==> src/rtl/frjs_pkg.sv <==
`default_nettype none

package frjs_pkg;

	localparam int unsigned MAX_RECORDS = 4096;
	localparam int unsigned SLOT_W = $clog2(MAX_RECORDS + 1);
	localparam int unsigned FREE_W = 12;
	localparam int unsigned LEN_W = 5;

	localparam logic [31:0] REC_MAGIC = 32'h4F46_4343;
	localparam logic [31:0] REC_VERSION = 32'h0000_0001;
	localparam logic [31:0] REC_COMMIT = 32'h434F_4D54;
	localparam logic [31:0] CRC_POLY = 32'hEDB8_8320;
	localparam logic [31:0] ERASED_WORD = 32'hFFFF_FFFF;
	localparam logic [LEN_W-1:0] PAYLOAD_BYTES = 5'd16;
	localparam logic [LEN_W-1:0] EXP_LEN_RESET = 5'd16;

	// word positions inside a record
	localparam logic [3:0] POS_MAGIC = 4'd0;
	localparam logic [3:0] POS_VERSION = 4'd1;
	localparam logic [3:0] POS_SEQ = 4'd2;
	localparam logic [3:0] POS_LEN = 4'd3;
	localparam logic [3:0] POS_PAY0 = 4'd4;
	localparam logic [3:0] POS_PAY1 = 4'd5;
	localparam logic [3:0] POS_PAY2 = 4'd6;
	localparam logic [3:0] POS_PAY3 = 4'd7;
	localparam logic [3:0] POS_CRC = 4'd8;
	localparam logic [3:0] POS_COMMIT = 4'd9;

	localparam logic [1:0] RS_OK = 2'd0;
	localparam logic [1:0] RS_EMPTY = 2'd1;
	localparam logic [1:0] RS_ERROR = 2'd2;

	localparam logic ADDR_EXP_LEN = 1'b0;

	typedef logic [3:0][31:0] payload_t;

	typedef struct packed {
		logic valid;
		logic [31:0] word;
		logic last;
	} frjs_step_t;

	typedef struct packed {
		logic [1:0] read_status;
		payload_t payload;
		logic [31:0] newest_sequence;
		logic write_status;
		logic [31:0] next_sequence;
		logic [FREE_W-1:0] free_slot;
	} frjs_result_t;

	// CRC of a single set input bit after 32 shift steps (constant per bit)
	function automatic logic [31:0] crc_col(input int unsigned bitpos);
		logic [31:0] c;
		c = 32'd1 << bitpos;
		for (int k = 0; k < 32; k++) begin
			c = c[0] ? ((c >> 1) ^ CRC_POLY) : (c >> 1);
		end
		return c;
	endfunction

	// one word of reflected CRC-32; linear in x = crc ^ word
	function automatic logic [31:0] crc_word(input logic [31:0] crc, input logic [31:0] w);
		logic [31:0] x;
		logic [31:0] r;
		x = crc ^ w;
		r = '0;
		for (int unsigned i = 0; i < 32; i++) begin
			r = r ^ (x[i] ? crc_col(i) : 32'd0);
		end
		return r;
	endfunction

endpackage

`default_nettype wire

==> src/rtl/flash_record_journal_scanner.sv <==
// A word is registered at the input, then scanned; the result is registered
// in result_q, and out_valid rises once the final word of a region has been scanned.
// One flash word per cycle while the input is not stalled, set by the combinational CRC/check stage.
// The input stalls only while a finished result waits behind a stalled output.
// Reset (arst_n low, asynchronous) clears scan state and sets expected_length to 16.
`default_nettype none

module flash_record_journal_scanner (
	input wire logic clk,
	input wire logic arst_n,
	input wire logic psel,
	input wire logic penable,
	input wire logic pwrite,
	input wire logic [2:0] paddr,
	input wire logic [31:0] pwdata,
	output logic [31:0] prdata,
	output logic pready,
	input wire logic in_valid,
	output logic in_stall,
	input wire logic [31:0] flash_word,
	input wire logic end_of_region,
	output logic out_valid,
	input wire logic out_stall,
	output logic [1:0] read_status,
	output logic [31:0] payload_word_0,
	output logic [31:0] payload_word_1,
	output logic [31:0] payload_word_2,
	output logic [31:0] payload_word_3,
	output logic [31:0] newest_sequence,
	output logic write_status,
	output logic [31:0] next_sequence,
	output logic [11:0] free_slot
);

	logic [frjs_pkg::LEN_W-1:0] exp_len_q;
	logic valid_s1;
	logic [31:0] word_s1;
	logic last_s1;
	logic out_valid_q;
	logic s1_go;
	logic in_take;
	frjs_pkg::frjs_step_t step;
	frjs_pkg::frjs_result_t result;
	frjs_pkg::frjs_result_t result_q;

	// config port
	assign pready = 1'b1;
	assign prdata = (paddr[2] == frjs_pkg::ADDR_EXP_LEN) ?
		{{(32 - frjs_pkg::LEN_W){1'b0}}, exp_len_q} : 32'd0;

	always_ff @(posedge clk or negedge arst_n) begin
		if (!arst_n) begin
			exp_len_q <= frjs_pkg::EXP_LEN_RESET;
		end else if (psel && penable && pwrite && pready &&
			(paddr[2] == frjs_pkg::ADDR_EXP_LEN)) begin
			exp_len_q <= pwdata[frjs_pkg::LEN_W-1:0];
		end
	end

	// input stage
	assign s1_go = valid_s1 && !(last_s1 && out_valid_q && out_stall);
	assign in_stall = valid_s1 && !s1_go;
	assign in_take = in_valid && !in_stall;

	always_ff @(posedge clk or negedge arst_n) begin
		if (!arst_n) begin
			valid_s1 <= 1'b0;
		end else if (in_take) begin
			valid_s1 <= 1'b1;
		end else if (s1_go) begin
			valid_s1 <= 1'b0;
		end
	end

	always_ff @(posedge clk) begin
		if (in_take) begin
			word_s1 <= flash_word;
			last_s1 <= end_of_region;
		end
	end

	assign step.valid = s1_go;
	assign step.word = word_s1;
	assign step.last = last_s1;

	frjs_scan u_scan (
		.clk(clk),
		.arst_n(arst_n),
		.step(step),
		.exp_len(exp_len_q),
		.result(result)
	);

	// result register
	always_ff @(posedge clk or negedge arst_n) begin
		if (!arst_n) begin
			out_valid_q <= 1'b0;
		end else if (s1_go && last_s1) begin
			out_valid_q <= 1'b1;
		end else if (!out_stall) begin
			out_valid_q <= 1'b0;
		end
	end

	always_ff @(posedge clk) begin
		if (s1_go && last_s1) begin
			result_q <= result;
		end
	end

	assign out_valid = out_valid_q;
	assign read_status = result_q.read_status;
	assign payload_word_0 = result_q.payload[0];
	assign payload_word_1 = result_q.payload[1];
	assign payload_word_2 = result_q.payload[2];
	assign payload_word_3 = result_q.payload[3];
	assign newest_sequence = result_q.newest_sequence;
	assign write_status = result_q.write_status;
	assign next_sequence = result_q.next_sequence;
	assign free_slot = result_q.free_slot;

endmodule

`default_nettype wire

==> src/rtl/frjs_scan.sv <==
`default_nettype none

module frjs_scan (
	input wire logic clk,
	input wire logic arst_n,
	input wire frjs_pkg::frjs_step_t step,
	input wire logic [frjs_pkg::LEN_W-1:0] exp_len,
	output frjs_pkg::frjs_result_t result
);

	logic [3:0] pos_q;
	logic [frjs_pkg::SLOT_W-1:0] slot_q;
	logic [31:0] crc_q;
	logic all_erased_q;
	logic fields_ok_q;
	logic [31:0] cur_seq_q;
	frjs_pkg::payload_t cur_pay_q;
	logic best_found_q;
	logic [31:0] best_seq_q;
	frjs_pkg::payload_t best_pay_q;
	logic nonempty_q;
	logic [31:0] wmax_q;
	logic free_found_q;
	logic [frjs_pkg::FREE_W-1:0] free_idx_q;

	logic [3:0] pos_n;
	logic [frjs_pkg::SLOT_W-1:0] slot_n;
	logic [31:0] crc_n;
	logic all_erased_n;
	logic fields_ok_n;
	logic [31:0] cur_seq_n;
	frjs_pkg::payload_t cur_pay_n;
	logic best_found_n;
	logic [31:0] best_seq_n;
	frjs_pkg::payload_t best_pay_n;
	logic nonempty_n;
	logic [31:0] wmax_n;
	logic free_found_n;
	logic [frjs_pkg::FREE_W-1:0] free_idx_n;
	logic len_ok;
	logic field_ok;
	logic werr;
	logic [31:0] w;

	assign w = step.word;
	assign len_ok = (exp_len != '0) && (exp_len <= frjs_pkg::PAYLOAD_BYTES);

	always_comb begin
		pos_n = pos_q;
		slot_n = slot_q;
		crc_n = crc_q;
		all_erased_n = all_erased_q && (w == frjs_pkg::ERASED_WORD);
		cur_seq_n = cur_seq_q;
		cur_pay_n = cur_pay_q;
		best_found_n = best_found_q;
		best_seq_n = best_seq_q;
		best_pay_n = best_pay_q;
		nonempty_n = nonempty_q;
		wmax_n = wmax_q;
		free_found_n = free_found_q;
		free_idx_n = free_idx_q;
		field_ok = 1'b1;

		if (pos_q < frjs_pkg::POS_CRC) begin
			crc_n = frjs_pkg::crc_word(crc_q, w);
		end

		case (pos_q)
			frjs_pkg::POS_MAGIC: begin
				field_ok = (w == frjs_pkg::REC_MAGIC);
			end
			frjs_pkg::POS_VERSION: begin
				field_ok = (w == frjs_pkg::REC_VERSION);
			end
			frjs_pkg::POS_SEQ: begin
				cur_seq_n = w;
			end
			frjs_pkg::POS_LEN: begin
				field_ok = (w == {{(32 - frjs_pkg::LEN_W){1'b0}}, exp_len});
			end
			frjs_pkg::POS_PAY0, frjs_pkg::POS_PAY1,
			frjs_pkg::POS_PAY2, frjs_pkg::POS_PAY3: begin
				cur_pay_n[pos_q[1:0]] = w;
			end
			frjs_pkg::POS_CRC: begin
				field_ok = (w == ~crc_q);
			end
			default: begin
				field_ok = (w == frjs_pkg::REC_COMMIT);
			end
		endcase
		fields_ok_n = fields_ok_q && field_ok;

		if (pos_q >= frjs_pkg::POS_COMMIT) begin
			if (slot_q < frjs_pkg::SLOT_W'(frjs_pkg::MAX_RECORDS)) begin
				if (all_erased_n) begin
					if (!free_found_q) begin
						free_found_n = 1'b1;
						free_idx_n = frjs_pkg::FREE_W'(slot_q);
					end
				end else begin
					nonempty_n = 1'b1;
					if (fields_ok_n && len_ok) begin
						if (!best_found_q || (cur_seq_q > best_seq_q)) begin
							best_found_n = 1'b1;
							best_seq_n = cur_seq_q;
							best_pay_n = cur_pay_q;
						end
						if (cur_seq_q > wmax_q) begin
							wmax_n = cur_seq_q;
						end
					end
				end
				slot_n = slot_q + frjs_pkg::SLOT_W'(1);
			end
			pos_n = '0;
			crc_n = '1;
			all_erased_n = 1'b1;
			fields_ok_n = 1'b1;
		end else begin
			pos_n = pos_q + 4'd1;
		end
	end

	// report from the state after this word
	always_comb begin
		if (!len_ok) begin
			result.read_status = frjs_pkg::RS_ERROR;
		end else if (best_found_n) begin
			result.read_status = frjs_pkg::RS_OK;
		end else if (nonempty_n) begin
			result.read_status = frjs_pkg::RS_ERROR;
		end else begin
			result.read_status = frjs_pkg::RS_EMPTY;
		end

		result.payload = '0;
		if (result.read_status == frjs_pkg::RS_OK) begin
			for (int b = 0; b < 16; b++) begin
				if (frjs_pkg::LEN_W'(b) < exp_len) begin
					result.payload[b / 4][8 * (b % 4) +: 8] = best_pay_n[b / 4][8 * (b % 4) +: 8];
				end
			end
		end
		result.newest_sequence = (result.read_status == frjs_pkg::RS_OK) ? best_seq_n : '0;

		werr = !len_ok || !free_found_n || (wmax_n == '1);
		result.write_status = werr;
		result.next_sequence = werr ? '0 : (wmax_n + 32'd1);
		result.free_slot = free_found_n ? free_idx_n : '0;
	end

	always_ff @(posedge clk or negedge arst_n) begin
		if (!arst_n) begin
			pos_q <= '0;
			slot_q <= '0;
			crc_q <= '1;
			all_erased_q <= 1'b1;
			fields_ok_q <= 1'b1;
			cur_seq_q <= '0;
			best_found_q <= 1'b0;
			best_seq_q <= '0;
			nonempty_q <= 1'b0;
			wmax_q <= '0;
			free_found_q <= 1'b0;
			free_idx_q <= '0;
		end else if (step.valid) begin
			if (step.last) begin
				pos_q <= '0;
				slot_q <= '0;
				crc_q <= '1;
				all_erased_q <= 1'b1;
				fields_ok_q <= 1'b1;
				cur_seq_q <= '0;
				best_found_q <= 1'b0;
				best_seq_q <= '0;
				nonempty_q <= 1'b0;
				wmax_q <= '0;
				free_found_q <= 1'b0;
				free_idx_q <= '0;
			end else begin
				pos_q <= pos_n;
				slot_q <= slot_n;
				crc_q <= crc_n;
				all_erased_q <= all_erased_n;
				fields_ok_q <= fields_ok_n;
				cur_seq_q <= cur_seq_n;
				best_found_q <= best_found_n;
				best_seq_q <= best_seq_n;
				nonempty_q <= nonempty_n;
				wmax_q <= wmax_n;
				free_found_q <= free_found_n;
				free_idx_q <= free_idx_n;
			end
		end
	end

	// payload stores: read only after being written
	always_ff @(posedge clk) begin
		if (step.valid) begin
			cur_pay_q <= cur_pay_n;
			best_pay_q <= best_pay_n;
		end
	end

endmodule

`default_nettype wire

==> config.mk <==
export PLATFORM = sky130hd
export DESIGN_NAME = flash_record_journal_scanner
export DESIGN_NICKNAME = d
export VERILOG_FILES = /design/src/rtl/frjs_pkg.sv /design/src/rtl/flash_record_journal_scanner.sv /design/src/rtl/frjs_scan.sv
export SDC_FILE = /design/constraint.sdc
export NUM_CORES = 1
export LEC_CHECK = 0
export ABC_AREA = 1
export ABC_CLOCK_PERIOD_IN_PS = 15050
export BUFFER_PORTS_ARGS = -buffer_cell sky130_fd_sc_hd__buf_2
export CORE_ASPECT_RATIO = 1.1
export CORE_UTILIZATION = 35
export DETAILED_ROUTE_END_ITERATION = 6
export GPL_TIMING_DRIVEN = 0
export PLACE_DENSITY = 0.56
export SLEW_MARGIN = 20
export SYNTH_ARGS = -nofsm -noshare
export SYNTH_HDL_FRONTEND = slang
export SYNTH_SLANG_ARGS = --single-unit
==> constraint.sdc <==
create_clock -name clk -period 15.05 [get_ports clk]
set_clock_uncertainty 0.05 [all_clocks]
set_input_delay 0.7525 -clock clk [delete_from_list [all_inputs] [get_ports clk]]
set_output_delay 0.7525 -clock clk [all_outputs]
set_load 0.02 [all_outputs]
==> results of run 1 <==
-- where the power goes --
part	internal [uW]	switching (uW)	leakage [uW]	total, uW
Combinational	1300	1910	0.00766	3210
Clock	982	794	0.00115	1780
Sequential	2160	135	0.00695	2290
Total	4440	2840	0.0158	7280
-- worst reg2reg max path, stage by stage, from the launching register on --
cell	delay [ns]
edfxtp_1	0.96
xor2_2	0.71
nand2_1	0.21
o21ai_1	0.17
inv_1	0.05
nor2_1	0.09
nand2_1	0.08
nor2_1	0.10
nand2_1	0.09
nand2_4	0.18
buf_6	0.19
nand4_1	0.12
nand2_1	0.23
ha_1	0.32
nand2_1	0.15
nor2_4	0.20
nand2_4	0.11
nor2_4	0.14
nand2_2	0.10
nand2_4	0.12
buf_6	0.20
a21oi_2	0.06
-- flip-flops by register name (all words and copies together) (netlist names), 2 cells and up --
| name | cells |
|---|---|
| u_scan.best_pay_q | 128 |
| u_scan.best_seq_q | 32 |
| u_scan.pos_q | 4 |
| next_sequence | 32 |
| payload_word_0 | 32 |
| payload_word_3 | 32 |
| u_scan.crc_q | 32 |
| u_scan.slot_q | 13 |
| payload_word_2 | 32 |
| u_scan.cur_seq_q | 32 |
| payload_word_1 | 32 |
| word_s1 | 32 |
| exp_len_q | 5 |
| u_scan.wmax_q | 32 |
| u_scan.cur_pay_q | 128 |
| u_scan.free_idx_q | 12 |
| newest_sequence | 32 |
| free_slot | 12 |
| read_status | 2 |
-- final cells by class --
| class | count | area [um^2] |
|---|---|---|
| Sequential cell | 665 | 19200 |
| Fill cell | 9176 | 54100 |
| Clock inverter | 44 | 373 |
| Multi-Input combinational cell | 1987 | 11300 |
| Antenna cell | 1 | 2.50 |
| Inverter | 509 | 1920 |
| Buffer | 129 | 719 |
| Clock buffer | 94 | 1980 |
| Tap cell | 1249 | 1560 |
| Timing Repair Buffer | 281 | 1690 |
-- worst min path at each step --
stage	endpoint	slack [ns]	cells past startpoint
final	word_s1[19]$_DFFE_PP_	0.22	1
after global routing	word_s1[19]$_DFFE_PP_	0.20	1
after CTS	last_s1$_DFFE_PP_	0.19	1
after detailed placement	u_scan.free_idx_q[4]$_DFFE_PN0P_	0.42	2
after global placement	u_scan.free_idx_q[1]$_DFFE_PN0P_	0.41	2
after floorplan	u_scan.free_idx_q[0]$_DFFE_PN0P_	0.40	2
-- cells by family (layout without fill, tap and decap cells) --
| logic type | count (synthesis) | count (layout) | share of synthesized area |
|---|---|---|---|
| xor gates and xnor gates | 341 | 341 | 0.0939 |
| other | 2 | 29 | 0.000229 |
| and+or+nand+nor | 1079 | 1079 | 0.138 |
| buffers and inverters | 638 | 1057 | 0.0800 |
| adders and majority gates | 70 | 70 | 0.0267 |
| DFF | 665 | 665 | 0.584 |
| AOI/OAI and AO/OA | 469 | 469 | 0.0776 |
-- through the flow --
stage          std cells  area (um^2)  utilization  hold slack (ns)
2_1_floorplan       3290        32900            -            0.398
3_3_place_gp        4798        35800        0.386            0.411
3_5_place_dp        4819        36300        0.392            0.418
4_1_cts             4958        38700        0.417            0.188
5_1_grt             4958        38700        0.417            0.203
6_report            4959        38700        0.417            0.223
-- placed cells by master (no fill, tap or decap), types with 8 or more instances in the layout --
master,count
a21oi_1,80
a21oi_2,18
buf_16,8
buf_2,285
buf_4,35
buf_6,13
clkbuf_1,75
clkbuf_16,75
clkinv_1,12
clkinv_2,18
conb_1,28
dfrtp_1,134
dfstp_2,35
edfxtp_1,496
ha_1,70
inv_1,501
nand2_1,569
nand2_2,13
nand3_1,100
nand4_1,42
nor2_1,299
nor2_4,11
nor3_1,13
o211ai_1,11
o21ai_0,298
o21ai_1,11
o22ai_1,31
xnor2_1,150
xnor2_2,19
xor2_1,164
-- synth_stat cells (7+ instances only) --
cell type,number
nand3_1,100
a21oi_1,80
nand2_1,569
dfstp_2,35
clkbuf_1,60
edfxtp_1,496
dfrtp_1,134
buf_2,26
o211ai_1,11
nand2_2,13
buf_6,8
o22ai_1,31
nor3_1,14
inv_1,502
xor2_1,164
buf_4,31
nor2_4,7
nand4_1,42
a21oi_2,18
nor2_1,303
xnor2_1,167
o21ai_1,10
ha_1,70
o21ai_0,299
-- metal layers --
layer,up-vias,routed length (um),global-route usage
met2,814,46300,0.332
met5,-,0,0
met4,0,2920,0.0689
met3,143,6560,0.0331
li1,11382,-,-
met1,11425,43800,0.286
==> metrics, run 1 <==
run status=finished clean; fin nets=around 3800; post-route DRC violation count=0; Hold Buf Count CTS=1; Top FF cell, synth=edfxtp_1; I/O Buffers=259; Final HPWL DP=71.5 mm; RSZ-0062 raised after global routing=no; WL/cell=20.1 um; Crit. End Element=flip-flop; global-route wire length before repair=145 mm; largest delay contributor family on the critical path=simple AND/OR/NAND/NOR gates; initial antenna violation count=7; Startpoint Class=flip-flop; final hold violation count=0; IO Pins=317; P per Cell Area=~190 mW/mm^2; asr flop ratio synth=0.254; TritonRoute pass-1 iters=5; Hold Startpoint=flash_word[19]; Routed Wire Length=about 100 mm; cells on worst reg2reg path=21; critical path, cell by cell=xor2_2, nand2_1, o21ai_1, inv_1, nor2_1, nand2_1, nor2_1, nand2_1, nand2_4, buf_6, nand4_1, nand2_1, ha_1, nand2_1, nor2_4, nand2_4, nor2_4, nand2_2, nand2_4, buf_6, a21oi_2; GPL Wtd Cong=0.923; Pwr Total=around 7300 uW; R2R Path End=next_sequence[18]$_SDFFCE_PP0P_; Netlist cell types=52; WP depth=21; fin crit share=0.327; critical path required time=15.38 ns; reg2reg start=word_s1[13]$_DFFE_PP_; TNS Setup=0 ns; Max stage delay on crit path=around 0.96 ns; clock-pin transition on the worst setup and hold timing paths=0.06 ns; Synth top area share=0.454; grt ovf=0; global-route usage over all layers=0.208; worst vdd ir=0.159 mV; site row count=around 120; DR vias=23764; WP data arrival=5.25 ns; Reg2Reg Setup Slack=10.13 ns; CTS tree=yes; Buf/Inv on CP=3; First DRT Iteration DRCs=1996; CP endpoint=next_sequence[18]$_SDFFCE_PP0P_; Setup CP Type=flip-flop to flip-flop; Via density=4.79; most frequent CP cell=nand2_1; area leader, netlist=edfxtp_1; minimum clock period=4.92 ns; clk buf depth=3; Die ar.=0.0950 mm^2; Skew-Pair Late Insertion Delay=0.66 ns; register area share after synthesis=0.584; Die Wd=294 um; vias in the first global route=about 22000; ratio of cells with drive above 1 in the final layout=0.160; Clock Sinks=between 600 and 700; CTS resizes=0; Synth Warn #=0; crit path launch=word_s1[13]$_DFFE_PP_; ANT nets after route=0; Rel. slew slack=0.312; Setup violations, final=0; Leakage=0.0158 uW; setup ws final=10.13 ns; Post-synth EDFFs=496; Hold WC Path Type=input pin to flip-flop; f_max=203 MHz; Die H=323 um; H-tree Lvls=3; largest net degree at the start of global routing=93; worst-margin pin slew=approximately 1.0 ns; postcts setup bufs=0; FF+latch count, synth=665; Mapped Cells=3264; DP Worst Slack=a little over 10 ns; max capacitance violation total=0; Critical-path top delay cell=edfxtp_1; Layout area overhead=17.9%; crit path max fanout=10; Initial Util=0.354; number of buffers created by CTS=74; core area=about 0.093 mm^2; Synth area leaders=edfxtp_1 (45%), dfrtp_1 (10%), nand2_1 (6.5%), inv_1 (5.7%), o21ai_0 (4.6%); Post-Syn Area=0.0328 mm^2; Max Slew Vio Count=0; Root Buffer=clkbuf_16; syn avg cell area=around 10 um^2
No activity file was read; power rests on OpenSTA's default activity.
==> run 2: changes to the inputs <==
- ABC_CLOCK_PERIOD_IN_PS: 15050 -> 4200
- PLACE_DENSITY: 0.56 -> 0.58
- clock period: 15.05 -> 4.2 ns (I/O delays scaled with it)
==> run 2 against run 1 <==
Effect of this change: power grew to 3.7 times the previous value; combinational power grew to 3.7 times the previous value; final cell count is 2.1% higher; sequential share of layout area is 1.6 points lower; clock power grew to 3.7 times the previous value; largest power group unchanged; die area stayed put.
==> metrics, run 2 (synthesized netlist as in run 1, its figures left out) <==
run status=finished clean; CTS tree=yes; ratio of cells with drive above 1 in the final layout=0.183 (+0.0230); GPL Wtd Cong=0.942 (+2.1%); most frequent CP cell=nand2_1; Root Buffer=clkbuf_16; met3 usage=0.0320 (-0.00110); Reg2Reg Setup Slack=0.20 ns (-9.93 ns); GR Util met2=0.345 (+0.0125); Leakage=0.0164 uW (+3.9%); Max Slew Vio Count=0 (unchanged); Hold WC Path Type=input pin to flip-flop; Buf/Inv on CP=3 (unchanged); non-filler cells, final=5061 (+2.1%); worst vdd ir=0.578 mV (+260%); fin nets=3897 (+2.8%); largest delay contributor family on the critical path=simple AND/OR/NAND/NOR gates; core area=0.0928 mm^2 (unchanged); Critical-path top delay cell=edfxtp_1; cells on worst reg2reg path=16 (-24%); initial antenna violation count=5 (-2); critical path, cell by cell=nand2_1, nor4_1, nand4_1, nand2_1, nor2_4, nand3_4, buf_6, nand2_1, nand2_2, buf_4, inv_1, nor2_2, nand2_1, nor2_2, xor2_1, nor2_1; site row count=117 (unchanged); I/O Buffers=259 (unchanged); clock-pin transition on the worst setup and hold timing paths=0.06 ns (about the same); Flop pwr share=0.307 (-0.008); critical path required time=4.53 ns (-10.85 ns); H-tree Lvls=3 (unchanged); crit path max fanout=10 (unchanged); Max stage delay on crit path=0.69 ns (-0.27 ns); Routed Wire Length=100 mm (+0.76%); Clock power frac=0.246 (+0.002); CP endpoint=next_sequence[15]$_SDFFCE_PP0P_; DP Cell Count=4825 (+0.12%); final core utilization=0.431 (+0.0138); ANT nets after route=0 (unchanged); Rel. slew slack=0.209 (-0.103); Startpoint Class=flip-flop; Die H=323 um (unchanged); Switching Fraction=0.386 (-0.00455); Crit. End Element=flip-flop; First DRT Iteration DRCs=2018 (+1.1%); WP data arrival=4.33 ns (-0.92 ns); WP depth=16 (-24%); Die ar.=0.0950 mm^2 (unchanged); post-route DRC violation count=0 (unchanged); grt peak-use layer=met2; DR vias=24354 (+2.5%); Layout area overhead=21.9%; final hold violation count=0 (unchanged); R2R Path End=next_sequence[15]$_SDFFCE_PP0P_; NetSw=10300 uW (+260%); global-route usage over all layers=0.209 (+0.00163); WL/cell=19.8 um (-1.3%); internal power=16300 uW (+270%); Largest regs=u_scan.best_pay_q: 128 flops, u_scan.cur_pay_q: 128 flops; Final HPWL DP=71.1 mm (-0.61%); Die Wd=294 um (unchanged); RSZ-0062 raised after global routing=no; minimum clock period=4.00 ns (-0.922 ns); Setup CP Type=flip-flop to flip-flop; vias in the first global route=23178 (+3.1%); Clock Sinks=665 (unchanged); number of buffers created by CTS=73 (-1.4%); Setup violations, final=0 (unchanged); Gate power share=0.447 (+0.006); grt ovf=0 (unchanged); P per Cell Area=665 mW/mm^2 (+250%); IO Pins=317 (unchanged); largest net degree at the start of global routing=76 (-18%); Via density=4.81 (+0.42%); commonest non-fill, non-tap cell in the layout=nand2_1; global-route wire length before repair=147 mm (+1.3%); clk buf depth=3 (unchanged); crit path launch=word_s1[3]$_DFFE_PP_; Skew-Pair Late Insertion Delay=0.64 ns (-0.02 ns); max capacitance violation total=0 (unchanged); highest-count cells in the layout ignoring fill and taps=nand2_1 (564), inv_1 (496), edfxtp_1 (496), o21ai_0 (297), nor2_1 (292); f_max=250 MHz (+23%); worst-margin pin slew=1.18 ns (+0.154 ns); fill count=8993 (-2.0%); Initial Util=0.354 (unchanged); TritonRoute pass-1 iters=6 (+1); reg2reg start=word_s1[3]$_DFFE_PP_; fin crit share=0.951 (+0.625); met1 Usage GRT=0.279 (-0.00733)
==> run 2: repair_timing <==
action / in CTS / in global routing
hold buffers: 44 / 0
cloned: 0 / 0
pin swaps: 4 / 5
setup endpoints to repair: 351 / 256
gates resized for setup: 16 / 50
setup buffers: 28 / 29
endpoints found under the hold margin: 132 / 0
==> run 2: cell type report <==
cell class,count,area [um^2],share of cell area
sequential,665,19200,0.479
multi-input combinational,1987,11500,0.287
timing repair buffer,387,2690,0.0672
clock buffer,86,1920,0.0479
inverter,509,1910,0.0478
tap,1249,1560,0.0391
buffer,129,772,0.0193
clock inverter,48,505,0.0126
antenna,1,2.50,0.0000625
==> run 2: worst min path at each step <==
| stage | slack [ns] | end | cells past startpoint | start |
|---|---|---|---|---|
| after floorplan | -0.14 | exp_len_q[0]$_DFFE_PN0P_ | 0 | arst_n |
| after global placement | 0.34 | last_s1$_DFFE_PP_ | 1 | end_of_region |
| after detailed placement | 0.05 | u_scan.wmax_q[5]$_DFFE_PN0P_ | 1 | arst_n |
| after CTS | 0.003 | exp_len_q[0]$_DFFE_PN0P_ | 3 | pwrite |
| after global routing | 0.07 | u_scan.wmax_q[6]$_DFFE_PN0P_ | 3 | arst_n |
| final | 0.04 | exp_len_q[3]$_DFFE_PN0P_ | 3 | pwrite |
==> run 2: layer usage <==
metal	vias up	wire length (um)
li1	11590	-
met1	11691	42500
met2	908	47200
met3	165	7310
met4	0	3310
met5	-	0
==> run 2: tightest hold or removal path: cells and delay by family <==
| kind | cells | cell delay [ns] |
|---|---|---|
| compound gates | 1 | 0.13 |
| buf+inv | 1 | 0.10 |
| simple gates | 1 | 0.25 |
==> run 2: stage by stage <==
step / cell area [um^2] / power [uW] / hold WS, ns / setup WS (ns) / TNS [ns]
2_1_floorplan: 32900 / 16900 / -0.136 / -0.194 / -40.29
3_3_place_gp: 35800 / 19500 / 0.338 / -2.37 / -788.54
5_1_grt: 40000 / 28100 / 0.0750 / 0.00448 / 0
3_5_place_dp: 36400 / 19800 / 0.0460 / -0.690 / -112.03
4_1_cts: 39600 / 26400 / 0.00316 / 0.00546 / 0
6_report: 40000 / 26600 / 0.0386 / 0.205 / 0
==> run 2: power groups by stage <==
stage	Sequential, uW	Combinational (uW)	Clock, uW
2_1_floorplan	8230	8630	0
3_5_place_dp	8340	11400	0
5_1_grt	8210	12900	6910
3_3_place_gp	8340	11200	0
6_report	8170	11900	6540
4_1_cts	8180	11600	6660
==> run 3: changes to the inputs <==
--- a/config.mk
+++ b/config.mk
@@ -10,3 +10,5 @@
 export BUFFER_PORTS_ARGS = -buffer_cell sky130_fd_sc_hd__buf_2
+export CAP_MARGIN = 20
 export CORE_ASPECT_RATIO = 1.1
+export CORE_MARGIN = 4
 export CORE_UTILIZATION = 35
--- a/constraint.sdc
+++ b/constraint.sdc
@@ -4,2 +4,2 @@
 set_output_delay 0.21 -clock clk [all_outputs]
-set_load 0.02 [all_outputs]
+set_load 0.005 [all_outputs]
==> run 3 against run 2 <==
Effect of this change: final cell count increased by 0.18%; clock power down 2%; via count fell by 0.18%; critical path depth is 2 lower; sequential share of layout area about the same; hold slack got worse by 0.0077 ns; register-to-register slack worse by 0.13 ns; count of clock-buffer cells in the layout grew 2; design area hardly changed; non-clock buffer count increased by 8; sequential power about the same.
==> metrics, run 3 (synthesized netlist as in run 1, its figures left out) <==
final core utilization=0.431 (about the same); WL/cell=20.3 um (+2.5%); Initial Util=0.354 (unchanged); setup ws final=0.0766 ns (-0.128 ns); Via density=4.80 (-0.35%); Routed Wire Length=103 mm (+2.7%); Leakage=0.0163 uW (-0.17%); post-route DRC violation count=0 (unchanged); max capacitance violation total=0 (unchanged); non-filler cells, final=5070 (+0.18%); met1 Usage GRT=0.274 (-0.00488); Die ar.=0.0988 mm^2 (+3.9%); site row count=117 (unchanged); minimum clock period=4.12 ns (+0.128 ns); ratio of cells with drive above 1 in the final layout=0.179 (-0.00431); grt peak-use layer=met2; crit path launch=word_s1[9]$_DFFE_PP_; register area=0.0192 mm^2 (about the same); TritonRoute pass-1 iters=6 (unchanged); worst vdd ir=0.653 mV (+13%); DP Worst Slack=-0.555 ns (+0.135 ns); DR vias=24311 (-0.18%); number of buffers created by CTS=73 (unchanged); global-route usage over all layers=0.205 (-0.00450); initial antenna violation count=4 (-1); f_max=243 MHz (-3.1%); Clock Sinks=665 (unchanged); grt ovf=0 (unchanged); Hold Startpoint=pwrite; Setup CP Type=flip-flop to flip-flop; highest-count cells in the layout ignoring fill and taps=nand2_1 (566), inv_1 (496), edfxtp_1 (496), o21ai_0 (298), nor2_1 (295); worst-margin pin slew=1.09 ns (-0.0931 ns); DP Cell Count=4826 (+0.021%); hold_ws=0.0309 ns (-0.00769 ns); met3 usage=0.0380 (+0.00595); core area=0.0928 mm^2 (unchanged); Skew-Pair Late Insertion Delay=0.67 ns (+0.03 ns); reg2reg start=word_s1[9]$_DFFE_PP_; IO Pins=317 (unchanged); vias in the first global route=23259 (+0.35%); critical path required time=4.52 ns (about the same); Die Wd=300 um (+2.0%); I/O Buffers=259 (unchanged); Hold WC Path Type=input pin to flip-flop; Crit. End Element=flip-flop; GPL Wtd Cong=0.921 (-2.2%); fill count=8919 (-0.82%); largest net degree at the start of global routing=86 (+13%); ANT nets after route=0 (unchanged); Post-DP Area=0.0365 mm^2 (about the same); H-tree Lvls=3 (unchanged); Startpoint Class=flip-flop; Largest regs=u_scan.best_pay_q: 128 flops, u_scan.cur_pay_q: 128 flops; global-route wire length before repair=151 mm (+2.9%); Multi-input gate area=0.0114 mm^2 (-0.43%); First DRT Iteration DRCs=2100 (+4.1%); commonest non-fill, non-tap cell in the layout=nand2_1; Root Buffer=clkbuf_16; clock-pin transition on the worst setup and hold timing paths=0.06 ns (about the same); Rel. slew slack=0.271 (+0.0625); crit path max fanout=10 (unchanged); Setup violations, final=0 (unchanged); Max Slew Vio Count=0 (unchanged); Die H=329 um (+1.9%); P per Cell Area=661 mW/mm^2 (-0.63%); clk buf depth=3 (unchanged); design area=0.0400 mm^2 (about the same); fin crit share=0.982 (+0.0305); WP data arrival=4.44 ns (+0.11 ns); CTS tree=yes; final hold violation count=0 (unchanged); run status=finished clean; Final HPWL DP=72.1 mm (+1.4%); fin nets=3905 (+0.21%); GR Util met2=0.328 (-0.0171); Layout area overhead=21.8% (about the same)
[run 3: through the flow]
step                setup TNS (ns)  total power (uW)
floorplan                   -24.34             16700
global placement           -705.02             19400
detailed placement          -73.58             19600
CTS                              0             26300
global route              -0.00480             27700
finish                           0             26400
[run 3: power breakdown]
group / internal, uW / leakage, uW / switching [uW]
registers: 7730 / 0.00695 / 446
logic: 4850 / 0.00826 / 7000
clock network: 3590 / 0.00114 / 2810
total: 16200 / 0.0163 / 10300
[run 3: area by class of cell]
| cell class | count | share of cell area |
|---|---|---|
| sequential | 665 | 0.479 |
| multi-input combinational | 1987 | 0.286 |
| timing repair buffer | 395 | 0.0687 |
| inverter | 509 | 0.0479 |
| clock buffer | 88 | 0.0473 |
| tap | 1249 | 0.0391 |
| buffer | 129 | 0.0198 |
| clock inverter | 46 | 0.0121 |
| antenna | 2 | 0.000125 |
[run 3: worst paths after layout]
path                       slack (ns)                               end  depth (start not counted)
max                              0.08  payload_word_2[20]$_SDFFCE_PN0P_                         14
min                              0.03          exp_len_q[2]$_DFFE_PN0P_                          3
max reg2reg                      0.08  payload_word_2[20]$_SDFFCE_PN0P_                         14
min reg2reg                      0.43    u_scan.fields_ok_q$_DFFE_PN1P_                          2
max in group asynchronous        3.14      u_scan.crc_q[29]$_DFFE_PN1P_                          4
min in group asynchronous        0.13      u_scan.wmax_q[1]$_DFFE_PN0P_                          3
[run 3: critical path, stage by stage, from the launching register on]
cell	delay, ns
edfxtp_1	0.88
nand2_1	0.11
nor3_1	0.31
nand4_1	0.39
nand2_1	0.26
nor2_4	0.10
buf_4	0.19
nand2_4	0.11
nand2_1	0.15
nand2_4	0.22
nor2_4	0.08
o21ai_2	0.22
inv_2	0.09
a31oi_2	0.49
nor2_1	0.16
[run 3: timing repair]
item / 4_1_cts / 5_1_grt
resized for setup: 19 / 36
endpoints found under the setup margin: 313 / 268
hold buffers: 47 / 0
hold endpoints to repair: 126 / 0
buffers inserted: 37 / 24
pin swaps: 4 / 3
[run 3: layer usage]
metal | up-vias | wire length (um)
li1 | 11591 | -
met5 | - | 0
met2 | 890 | 47500
met4 | 0 | 4580
met1 | 11634 | 43500
met3 | 196 | 7460
